==> src/cdcnt_pkg.sv <==
// Shared types, operation codes and calendar tables for the calendar date counter.
// No dependencies; imported by every module of the block.
`timescale 1ns / 1ps
`default_nettype none

package cdcnt_pkg;

    localparam int DAY_W    = 5;
    localparam int MONTH_W  = 4;
    localparam int YEAR_W   = 12;
    localparam int ORD_W    = 9;
    localparam int OP_W     = 3;
    localparam int CFG_IDX_W  = 1;
    localparam int CFG_DATA_W = YEAR_W;

    localparam logic [YEAR_W-1:0]  YEAR_LIMIT      = 12'd4095;
    localparam logic [YEAR_W-1:0]  RST_YEAR        = 12'd2022;
    localparam logic [YEAR_W-1:0]  RST_MIN_YEAR    = 12'd2022;
    localparam logic [YEAR_W-1:0]  RST_MAX_YEAR    = 12'd2050;
    localparam logic [DAY_W-1:0]   RST_DAY         = 5'd1;
    localparam logic [MONTH_W-1:0] RST_MONTH       = 4'd1;
    localparam logic [MONTH_W-1:0] MONTH_JAN       = 4'd1;
    localparam logic [MONTH_W-1:0] MONTH_DEC       = 4'd12;
    localparam logic [DAY_W-1:0]   DAY_FIRST       = 5'd1;
    localparam logic [DAY_W-1:0]   DAY_LAST_DEC    = 5'd31;

    // Configuration register indexes
    localparam logic [CFG_IDX_W-1:0] CFG_MIN_YEAR = 1'b0;
    localparam logic [CFG_IDX_W-1:0] CFG_MAX_YEAR = 1'b1;

    typedef enum logic [OP_W-1:0] {
        OP_NEXT       = 3'd0,
        OP_BACK       = 3'd1,
        OP_SET_MONTH  = 3'd2,
        OP_SET_DAY    = 3'd3,
        OP_LOAD       = 3'd4
    } t_op;

    typedef struct packed {
        logic [YEAR_W-1:0]  year;
        logic [MONTH_W-1:0] month;
        logic [DAY_W-1:0]   day;
    } t_date;

    typedef struct packed {
        t_date             date;
        logic [ORD_W-1:0]  ordinal;
        logic              rejected;
    } t_result;

    // Days in month, no leap years; codes outside 1..12 read as 31
    function automatic logic [DAY_W-1:0] month_len(input logic [MONTH_W-1:0] m);
        logic [DAY_W-1:0] len;
        case (m)
            4'd2:                       len = 5'd28;
            4'd4, 4'd6, 4'd9, 4'd11:    len = 5'd30;
            default:                    len = 5'd31;
        endcase
        return len;
    endfunction

    // Days before the first of the month; codes outside 1..12 read as 0
    function automatic logic [ORD_W-1:0] days_before(input logic [MONTH_W-1:0] m);
        logic [ORD_W-1:0] d;
        case (m)
            4'd2:    d = 9'd31;
            4'd3:    d = 9'd59;
            4'd4:    d = 9'd90;
            4'd5:    d = 9'd120;
            4'd6:    d = 9'd151;
            4'd7:    d = 9'd181;
            4'd8:    d = 9'd212;
            4'd9:    d = 9'd243;
            4'd10:   d = 9'd273;
            4'd11:   d = 9'd304;
            4'd12:   d = 9'd334;
            default: d = 9'd0;
        endcase
        return d;
    endfunction

endpackage

`default_nettype wire

==> src/cdcnt_step.sv <==
// Next-date logic: applies one operation to the stored date and builds the result.
// Depends on cdcnt_pkg.
`timescale 1ns / 1ps
`default_nettype none

module cdcnt_step (
    input  wire cdcnt_pkg::t_date                 i_cur,
    input  wire logic [cdcnt_pkg::OP_W-1:0]       i_operation,
    input  wire logic [cdcnt_pkg::MONTH_W-1:0]    i_new_month,
    input  wire logic [cdcnt_pkg::DAY_W-1:0]      i_new_day,
    input  wire logic [cdcnt_pkg::YEAR_W-1:0]     i_new_year,
    input  wire logic [cdcnt_pkg::YEAR_W-1:0]     i_min_year,
    input  wire logic [cdcnt_pkg::YEAR_W-1:0]     i_max_year,
    output cdcnt_pkg::t_date                      o_next,
    output cdcnt_pkg::t_result                    o_result
);
    import cdcnt_pkg::*;

    logic cur_year_ok;
    logic new_year_ok;
    logic set_month_ok;
    logic set_day_ok;
    logic load_ok;
    logic rej;
    t_date nxt;

    assign cur_year_ok = (i_cur.year >= i_min_year) && (i_cur.year <= i_max_year);
    assign new_year_ok = (i_new_year >= i_min_year) && (i_new_year <= i_max_year);

    assign set_month_ok = cur_year_ok
                       && (i_new_month >= MONTH_JAN) && (i_new_month <= MONTH_DEC)
                       && (i_cur.day >= DAY_FIRST) && (i_cur.day <= month_len(i_new_month));
    assign set_day_ok   = cur_year_ok
                       && (i_cur.month >= MONTH_JAN) && (i_cur.month <= MONTH_DEC)
                       && (i_new_day >= DAY_FIRST) && (i_new_day <= month_len(i_cur.month));
    assign load_ok      = new_year_ok
                       && (i_new_month >= MONTH_JAN) && (i_new_month <= MONTH_DEC)
                       && (i_new_day >= DAY_FIRST) && (i_new_day <= month_len(i_new_month));

    always_comb begin
        nxt = i_cur;
        rej = 1'b0;
        case (i_operation)
            OP_NEXT: begin
                if (i_cur.month == MONTH_DEC && i_cur.day == DAY_LAST_DEC) begin
                    nxt.day   = DAY_FIRST;
                    nxt.month = MONTH_JAN;
                    if (i_cur.year != YEAR_LIMIT) begin
                        nxt.year = i_cur.year + 12'd1;
                    end
                end else if (i_cur.day >= month_len(i_cur.month)) begin
                    nxt.day   = DAY_FIRST;
                    nxt.month = i_cur.month + 4'd1;
                end else begin
                    nxt.day = i_cur.day + 5'd1;
                end
            end
            OP_BACK: begin
                if (i_cur.month == MONTH_JAN && i_cur.day == DAY_FIRST) begin
                    nxt.day   = DAY_LAST_DEC;
                    nxt.month = MONTH_DEC;
                    if (i_cur.year != '0) begin
                        nxt.year = i_cur.year - 12'd1;
                    end
                end else if (i_cur.day <= DAY_FIRST) begin
                    nxt.month = i_cur.month - 4'd1;
                    nxt.day   = month_len(i_cur.month - 4'd1);
                end else begin
                    nxt.day = i_cur.day - 5'd1;
                end
            end
            OP_SET_MONTH: begin
                if (set_month_ok) begin
                    nxt.month = i_new_month;
                end else begin
                    rej = 1'b1;
                end
            end
            OP_SET_DAY: begin
                if (set_day_ok) begin
                    nxt.day = i_new_day;
                end else begin
                    rej = 1'b1;
                end
            end
            OP_LOAD: begin
                if (load_ok) begin
                    nxt.month = i_new_month;
                    nxt.day   = i_new_day;
                    nxt.year  = i_new_year;
                end else begin
                    rej = 1'b1;
                end
            end
            default: begin
                // unused codes leave the date alone
                nxt = i_cur;
            end
        endcase
    end

    assign o_next            = nxt;
    assign o_result.date     = nxt;
    assign o_result.ordinal  = days_before(nxt.month) + {{(ORD_W-DAY_W){1'b0}}, nxt.day};
    assign o_result.rejected = rej;

endmodule

`default_nettype wire

==> src/cdcnt_obuf.sv <==
// Two-entry result buffer (output register plus skid) with valid/stall on both sides.
// Depends on cdcnt_pkg.
`timescale 1ns / 1ps
`default_nettype none

module cdcnt_obuf (
    input  wire logic                i_clk,
    input  wire logic                i_rst_n,
    input  wire logic                i_push,
    input  wire cdcnt_pkg::t_result  i_data,
    output logic                     o_full,
    output logic                     o_valid,
    input  wire logic                i_stall,
    output cdcnt_pkg::t_result       o_data
);
    import cdcnt_pkg::*;

    logic    r_out_valid;
    logic    r_skid_valid;
    t_result r_out;
    t_result r_skid;
    logic    pop;
    logic    out_free;

    assign pop      = r_out_valid && !i_stall;
    assign out_free = !r_out_valid || pop;

    always_ff @(posedge i_clk) begin
        if (!i_rst_n) begin
            r_out_valid  <= 1'b0;
            r_skid_valid <= 1'b0;
        end else if (out_free) begin
            if (r_skid_valid) begin
                r_out_valid  <= 1'b1;
                r_skid_valid <= i_push;
            end else begin
                r_out_valid  <= i_push;
            end
        end else if (i_push) begin
            r_skid_valid <= 1'b1;
        end
    end

    always_ff @(posedge i_clk) begin
        if (out_free) begin
            if (r_skid_valid) begin
                r_out  <= r_skid;
                r_skid <= i_data;
            end else begin
                r_out  <= i_data;
            end
        end else if (i_push) begin
            r_skid <= i_data;
        end
    end

    assign o_full  = r_skid_valid;
    assign o_valid = r_out_valid;
    assign o_data  = r_out;

endmodule

`default_nettype wire

==> src/calendar_date_up_down_counter_core.sv <==
// Each accepted result is registered in the two-entry result buffer. Throughput: one
// transaction per cycle while o_in_stall is low; the date registers close a loop
// through the next-date logic, and the result buffer absorbs output stalls.
// Reset (synchronous, active low): date 1/1/2022, year window 2022..2050, buffer empty.
// Depends on cdcnt_pkg, cdcnt_step, cdcnt_obuf.
`timescale 1ns / 1ps
`default_nettype none

module calendar_date_up_down_counter_core (
    input  wire logic                                  i_clk,
    input  wire logic                                  i_rst_n,
    // configuration write port
    input  wire logic                                  i_cfg_we,
    input  wire logic [cdcnt_pkg::CFG_IDX_W-1:0]       i_cfg_idx,
    input  wire logic [cdcnt_pkg::CFG_DATA_W-1:0]      i_cfg_wdata,
    // input channel
    input  wire logic                                  i_in_valid,
    output logic                                       o_in_stall,
    input  wire logic [cdcnt_pkg::OP_W-1:0]            i_operation,
    input  wire logic [cdcnt_pkg::MONTH_W-1:0]         i_new_month,
    input  wire logic [cdcnt_pkg::DAY_W-1:0]           i_new_day,
    input  wire logic [cdcnt_pkg::YEAR_W-1:0]          i_new_year,
    // output channel
    output logic                                       o_out_valid,
    input  wire logic                                  i_out_stall,
    output logic [cdcnt_pkg::DAY_W-1:0]                o_cur_day,
    output logic [cdcnt_pkg::MONTH_W-1:0]              o_cur_month,
    output logic [cdcnt_pkg::YEAR_W-1:0]               o_cur_year,
    output logic [cdcnt_pkg::ORD_W-1:0]                o_ordinal_day,
    output logic                                       o_rejected
);
    import cdcnt_pkg::*;

    logic [YEAR_W-1:0] r_min_year;
    logic [YEAR_W-1:0] r_max_year;
    t_date             r_date;
    t_date             n_date;
    t_result           step_res;
    t_result           out_res;
    logic              buf_full;
    logic              accept;

    assign o_in_stall = buf_full;
    assign accept     = i_in_valid && !buf_full;

    always_ff @(posedge i_clk) begin
        if (!i_rst_n) begin
            r_min_year <= RST_MIN_YEAR;
            r_max_year <= RST_MAX_YEAR;
        end else if (i_cfg_we) begin
            case (i_cfg_idx)
                CFG_MIN_YEAR: r_min_year <= i_cfg_wdata;
                CFG_MAX_YEAR: r_max_year <= i_cfg_wdata;
                default:      r_min_year <= r_min_year;
            endcase
        end
    end

    always_ff @(posedge i_clk) begin
        if (!i_rst_n) begin
            r_date.day   <= RST_DAY;
            r_date.month <= RST_MONTH;
            r_date.year  <= RST_YEAR;
        end else if (accept) begin
            r_date <= n_date;
        end
    end

    cdcnt_step u_step (
        .i_cur       (r_date),
        .i_operation (i_operation),
        .i_new_month (i_new_month),
        .i_new_day   (i_new_day),
        .i_new_year  (i_new_year),
        .i_min_year  (r_min_year),
        .i_max_year  (r_max_year),
        .o_next      (n_date),
        .o_result    (step_res)
    );

    cdcnt_obuf u_obuf (
        .i_clk   (i_clk),
        .i_rst_n (i_rst_n),
        .i_push  (accept),
        .i_data  (step_res),
        .o_full  (buf_full),
        .o_valid (o_out_valid),
        .i_stall (i_out_stall),
        .o_data  (out_res)
    );

    assign o_cur_day     = out_res.date.day;
    assign o_cur_month   = out_res.date.month;
    assign o_cur_year    = out_res.date.year;
    assign o_ordinal_day = out_res.ordinal;
    assign o_rejected    = out_res.rejected;

    // stored date is always a real calendar date
    a_month_range: assert property (@(posedge i_clk) disable iff (!i_rst_n)
        (r_date.month >= MONTH_JAN) && (r_date.month <= MONTH_DEC))
        else $error("stored month out of range");

    a_day_range: assert property (@(posedge i_clk) disable iff (!i_rst_n)
        (r_date.day >= DAY_FIRST) && (r_date.day <= month_len(r_date.month)))
        else $error("stored day out of range for month");

    // skid entry is only occupied behind a held output entry
    a_skid_order: assert property (@(posedge i_clk) disable iff (!i_rst_n)
        buf_full |-> o_out_valid)
        else $error("skid entry valid with empty output register");

    // after an accepted transaction, the output register always holds a valid result
    a_push_result: assert property (@(posedge i_clk) disable iff (!i_rst_n)
        accept |=> o_out_valid)
        else $error("accepted transaction did not produce a result");

endmodule

`default_nettype wire
==> config.mk <==
export PLATFORM = sky130hd
export DESIGN_NAME = calendar_date_up_down_counter_core
export DESIGN_NICKNAME = d
export VERILOG_FILES = /design/src/cdcnt_pkg.sv /design/src/cdcnt_step.sv /design/src/cdcnt_obuf.sv /design/src/calendar_date_up_down_counter_core.sv
export SDC_FILE = /design/constraint.sdc
export NUM_CORES = 1
export LEC_CHECK = 0
export BUFFER_PORTS_ARGS = -buffer_cell sky130_fd_sc_hd__buf_2
export CORE_MARGIN = 2
export CORE_UTILIZATION = 55
export CTS_BUF_LIST = sky130_fd_sc_hd__clkbuf_2 sky130_fd_sc_hd__clkbuf_4 sky130_fd_sc_hd__clkbuf_8
export CTS_CLUSTER_SIZE = 30
export DETAILED_ROUTE_END_ITERATION = 6
export GPL_TIMING_DRIVEN = 0
export PLACE_DENSITY = 0.75
export SKIP_CTS_REPAIR_TIMING = 1
export SLEW_MARGIN = 20
export SYNTH_ARGS = -nofsm -noshare
export SYNTH_HDL_FRONTEND = slang
export SYNTH_HIERARCHICAL = 1
export SYNTH_SLANG_ARGS = --single-unit
==> constraint.sdc <==
create_clock -name i_clk -period 10.2 [get_ports i_clk]
set_input_delay 1.02 -clock i_clk [delete_from_list [all_inputs] [get_ports i_clk]]
set_output_delay 1.02 -clock i_clk [all_outputs]
set_load 0.02 [all_outputs]
---- Word-level counts from Yosys, hierarchy flattened ----
Memories as Yosys holds them, arrays and structs flattened.
Cells that the tools add are included.
storage, ports and cells
  flip-flop bits (word level) ............. 109
  ROM bits ................................ 144
  bits of input ports ..................... 42
  output and inout port bits .............. 33
  memories ................................ 1
operators by class
  add/subtract/negate cells ............... 7
  $lt $le $gt $ge ......................... 15
  equality and inequality tests ........... 25
  multiplexer cells ....................... 33
  bitwise gates (word level) .............. 1
  reductions and logical operators ........ 31
memories
  name             words  width  read ports  clocked after Yosys merged registers in  write ports  line             source
  (no name shown)  16     9      1           0                                        0            cdcnt_pkg.sv:65  case (m)
operator list
  kind                                                  count
  2-to-1 mux 31 bit                                     4
  2-to-1 mux 12 bit                                     4
  one-hot mux 12 bit (3 select lines)                   1
  == test 4 bit (second input constant)                 7
  2-to-1 mux 5 bit                                      5
  == test 4 x 3 -> 1 bit (second input constant)        6
  >= comparator 12 bit                                  2
  <= comparator 12 bit                                  2
  2-to-1 mux 21 bit                                     1
  one-hot mux 5 bit (4 select lines)                    1
  logical AND 1 bit                                     18
  2-to-1 mux 9 bit                                      2
  one-hot mux 4 bit (4 select lines)                    1
  <= comparator 5 bit                                   3
  adder 12 x 1 -> 12 bit (second input constant)        1
  == test 4 x 2 -> 1 bit (second input constant)        3
  2-to-1 mux 4 bit                                      3
  != test 12 bit (second input constant)                1
  one-hot mux 2 bit (2 select lines)                    3
  nonzero test 12 bit                                   1
  OR reduction 4 bit                                    3
  subtractor 12 x 1 -> 12 bit (second input constant)   1
  >= comparator 5 x 1 -> 1 bit (second input constant)  2
  adder 9 x 5 -> 9 bit                                  1
  other kinds (23)                                      36

---- Logic depth before layout (Yosys ltp) ----
An unclocked memory read counts as a cell.
  depth after elaboration ................. 13
  mapped depth ............................ 28
  mapped depth without buffers ............ 28

---- Cells and area by module ----
Netlist, hierarchy kept.
by module, submodules not included
  module                              instances  cells an instance  area an instance (um2)  sequential area each (um2)
  cdcnt_step                          1          567                3927.5                  0.0
  cdcnt_obuf                          1          107                2464.9                  1901.8
  calendar_date_up_down_counter_core  1          199                1940.6                  900.9

---- Least setup slack after synthesis ----
OpenSTA, ideal clock, no wires.
  kind .................................... input port to flip-flop
  start point ............................. input port i_new_month[3] (netlist name)
  end point ............................... register u_obuf.r_out (netlist bit u_obuf/o_data[8]), data pin
  arrival ................................. 5.684 ns
  path slack .............................. 4.256 ns
  stages .................................. 26
  path buffers ............................ 1
  path through ............................ nor4b_1 > ha_1 > nor2b_1 > o21ai_0 > and3_2 > nand3_4 > o21ai_2 > nand2b_1 > buf_6 > o221a_1 > a311oi_4 > inv_1 > ha_1 > nand2_1 > o21ai_0 > ha_1 > a21o_1 > a21oi_1 > nor2b_1 > o21ai_0 > or2b_2 > nand2_1 > a21oi_1 > mux2i_1 > o211ai_2 > mux2_4
RTL lines
  element                 line                                      source
  start: declaration      calendar_date_up_down_counter_core.sv:20  input wire logic [cdcnt_pkg::MONTH_W-1:0] i_new_month,
  end signal: assignment  cdcnt_obuf.sv:47                          r_out <= r_skid;
  end signal: assignment  cdcnt_obuf.sv:50                          r_out <= i_data;
  end: declaration        cdcnt_obuf.sv:20                          t_result r_out;

==> reports/qor.txt <==
========================================================================================
Outcome ................................................................... complete, no violations
Placeable core area .......................................................  0.0146 mm^2
Global-route wire length before repair ....................................      32.5 mm
Setup TNS after final layout ..............................................         0 ns
Area growth from synthesis to layout ......................................        9.29%
Transition time of the tightest slew-check pin ............................      1.03 ns
Starting utilization of the core area .....................................        56.9%
Ant. Diodes ...............................................................            0
Final Max Slew Viols ......................................................            0
Vias in the first global route ............................................         6337
Part of the Yosys area used for sequential elements .......................        33.6%
Area contributors post-synth .............................................. sky130_fd_sc_hd__edfxtp_1 22%, sky130_fd_sc_hd__ha_1 12%, sky130_fd_sc_hd__dfxtp_1 11%
# H-tree levels ...........................................................            3
Reported max-cap violation count ..........................................            0
Required time at the worst-slack endpoint .................................     10.34 ns
Count of routing violations after the opening detailed-route iteration ....          640
Worst setup endpoint ...................................................... u_obuf/o_data[8]
Worst-case clock skew .....................................................    0.0140 ns
Fmax achieved .............................................................      159 MHz
CP endpoint kind ..........................................................         flop
Final count of hold timing violations .....................................            0
Clock latency reported for the late side of the worst-skew pair ...........      0.39 ns
Setup Crit Path Kind ......................................................       in2reg
Total global-route track usage ............................................        25.2%
Final-stage net count .....................................................         1081
Pin count of the biggest net entering global routing ......................           33
Clock tree from TritonCTS .................................................         done
Post-detailed-route via-to-cell ratio .....................................         5.96
Port buffer count .........................................................           74
Fraction of met3 tracks used by global routing ............................        4.19%
Detailed-route wire length ................................................      20.0 mm
Master cell of the clock root buffer ...................................... sky130_fd_sc_hd__clkbuf_8
Commonest cells post-synth ................................................ 85 x sky130_fd_sc_hd__nand2_1, 80 x sky130_fd_sc_hd__ha_1, 63 x sky130_fd_sc_hd__inv_1, 62 x sky130_fd_sc_hd__edfxtp_1, 51 x sky130_fd_sc_hd__a21oi_1
Yosys synthesis warning count .............................................            6
Synth Flop Type ........................................................... sky130_fd_sc_hd__edfxtp_1
Global routing usage on met2 ..............................................        40.4%
Die area ..................................................................  0.0162 mm^2
Critical path peak fanout .................................................           10
Synth Area per Inst .......................................................    9.55 um^2
Post-synth top area cell .................................................. sky130_fd_sc_hd__edfxtp_1
Static leakage ............................................................      3.99 nW
Reg-to-reg critical path startpoint .......................................    r_date[5]
Boundary pin count ........................................................           75
Detail-routed net length per standard cell ................................      17.4 um
Slowest-stage cell, CP .................................................... sky130_fd_sc_hd__a311oi_4
Register-to-register setup slack ..........................................      4.13 ns
Final setup violating endpoints ...........................................            0
Detail Route Antenna Nets .................................................            0
Period utilization ........................................................        61.8%
Synthesized flop and latch total ..........................................          109
Worst path depth ..........................................................           27
Post-synthesis cell count .................................................          873
Share of flip-flops with an asynchronous set or reset after synthesis .....           0%
RSZ-0062 raised after global routing ......................................           no
Total half-perimeter wirelength after legalization and detailed placement .      15.6 mm
Number of enable flip-flop cells after synthesis ..........................           62
Number of clock buffers inserted by TritonCTS .............................            9
Y dimension of the die ....................................................       127 um
Top Usage Layer GRT .......................................................         met2
Hold Crit Class ...........................................................      reg2reg
Width of the die ..........................................................       127 um
Nature of the critical path startpoint ....................................   input port
Cell with the most instances after synthesis .............................. sky130_fd_sc_hd__nand2_1
First-pass iteration count of the detailed router .........................            5
Total grt overflow ........................................................            0
Longest individual stage delay on the worst path ..........................      0.57 ns
Number of cell instances on the worst register-to-register path ...........           26
Worst EP arrival ..........................................................      6.45 ns
Routability congestion estimate from global placement .....................        0.979
Antenna violations before repair ..........................................            0
Slew Limit Headroom .......................................................        31.0%
Start point of the critical path .......................................... i_new_month[3]
Final hold slack ..........................................................     0.465 ns
Layout cells sized above 1 ................................................        23.3%
Met1 routing resource usage after global routing ..........................        34.9%
Period minus WS final .....................................................      6.30 ns
Largest buffer count on any clock path ....................................            2
Post-Synthesis Net Count ..................................................          996
Vias post-DR ..............................................................         6831
Kind of cell with the highest combined delay on the critical path ......... compound AO/OA/AOI/OAI gates
Power density cells .......................................................  135 mW/mm^2
Post-Synthesis Cell Area .................................................. 0.00833 mm^2
Largest vdd supply drop ...................................................    0.0829 mV
Sinks on the clock net ....................................................          109
Clock slew seen by the registers of the worst setup and hold paths ........      0.10 ns
DRC Markers ...............................................................            0
Worst R2R End ............................................................. u_obuf/o_data[8]
Number of core rows .......................................................           44
Buffering stage count on the worst path with inverters included ...........            3
Share of the synthesized area in the top cell type ........................        22.3%
Unique cell type count in the Yosys netlist ...............................           84
========================================================================================
state kept, by name, summed over array words and instances (netlist names):
signal	count
u_obuf/o_data	31
u_obuf/r_skid	31
r_date	21
r_max_year	12
r_min_year	12
u_obuf/o_full	1
u_obuf/o_valid	1
layout make-up:
class | count | area, um^2
fillers | 1262 | 5540
multi-input cells | 637 | 4790
flip-flops and latches | 109 | 2800
plain buffers | 63 | 490
repair buffers | 74 | 370
inverters | 64 | 253
well taps | 184 | 230
clock buffers | 9 | 124
clock inverters | 7 | 47.5
cell usage in the layout, fill, tap and decap left out, types with 5 or more instances in the layout:
cell and instances:
sky130_fd_sc_hd__o22ai_1 5, sky130_fd_sc_hd__or3_1 5, sky130_fd_sc_hd__xor2_1 5, sky130_fd_sc_hd__clkbuf_1 10, sky130_fd_sc_hd__o21a_1 5, sky130_fd_sc_hd__nor3_1 18, sky130_fd_sc_hd__inv_1 63, sky130_fd_sc_hd__nand4_1 21
sky130_fd_sc_hd__a21o_1 9, sky130_fd_sc_hd__nand2_1 84, sky130_fd_sc_hd__clkbuf_8 11, sky130_fd_sc_hd__buf_6 7, sky130_fd_sc_hd__mux2_2 7, sky130_fd_sc_hd__nand3_1 28, sky130_fd_sc_hd__buf_4 31, sky130_fd_sc_hd__mux2i_1 25
sky130_fd_sc_hd__o21ai_0 42, sky130_fd_sc_hd__ha_1 80, sky130_fd_sc_hd__nand3b_1 20, sky130_fd_sc_hd__and3_1 9, sky130_fd_sc_hd__a31oi_1 12, sky130_fd_sc_hd__nor2_1 41, sky130_fd_sc_hd__o211ai_2 13, sky130_fd_sc_hd__o21ai_2 10
sky130_fd_sc_hd__buf_2 82, sky130_fd_sc_hd__o211ai_1 12, sky130_fd_sc_hd__a211oi_1 9, sky130_fd_sc_hd__mux2_4 27, sky130_fd_sc_hd__dfxtp_1 47, sky130_fd_sc_hd__a221o_1 5, sky130_fd_sc_hd__edfxtp_1 62, sky130_fd_sc_hd__nor2b_1 9
sky130_fd_sc_hd__a21oi_1 51, sky130_fd_sc_hd__xnor2_1 8, sky130_fd_sc_hd__nand2b_1 5
worst min path at each step:
stage | from | endpoint | depth (start not counted) | slack (ns)
floorplan | r_date[3] | r_date[3] | 2 | 0.43
global placement | r_min_year[3] | r_min_year[3] | 2 | 0.44
detailed placement | r_max_year[8] | r_max_year[8] | 2 | 0.45
CTS | r_max_year[8] | r_max_year[8] | 2 | 0.47
global route | r_max_year[7] | r_max_year[7] | 2 | 0.48
finish | r_max_year[8] | r_max_year[8] | 2 | 0.46
layer usage:
metal / up-vias / wire, um
li1: 3349 / -
met1: 3173 / 9310
met2: 271 / 8970
met3: 38 / 1290
met4: 0 / 423
met5: - / 0
tightest hold or removal path: stages (launching register included):
cell,delay (ns)
sky130_fd_sc_hd__dfxtp_1,0.32
sky130_fd_sc_hd__nand2_1,0.07
sky130_fd_sc_hd__o21ai_2,0.05
report_power, final:
part / switching (mW) / internal (mW) / leakage (nW)
Sequential: 0.0231 / 0.527 / 1.00
Clock: 0.154 / 0.0889 / 0.0773
Combinational: 0.250 / 0.186 / 2.91
cell families after synthesis:
kind of cell	after synthesis	synth area share [%]
compound gates	208	17.7
flops	109	33.6
mux	59	8.81
xor+xnor	13	1.37
simple gates	276	17.3
fa+ha+maj	81	12.3
buf+inv	127	8.92
metrics by stage:
step                      util [%]  cells  cell area [um^2]  total power [mW]  worst slack [ns]
after global routing          62.2   1147              9110              1.30              3.43
after floorplan                  -    873              8330             0.877              4.26
final                         62.2   1147              9110              1.23              3.90
after detailed placement      61.0   1131              8940             0.991              3.51
after CTS                     62.2   1147              9110              1.23              3.91
after global placement        61.0   1131              8930             0.980              3.48
Note: power is estimated with default switching activity, not from simulation.
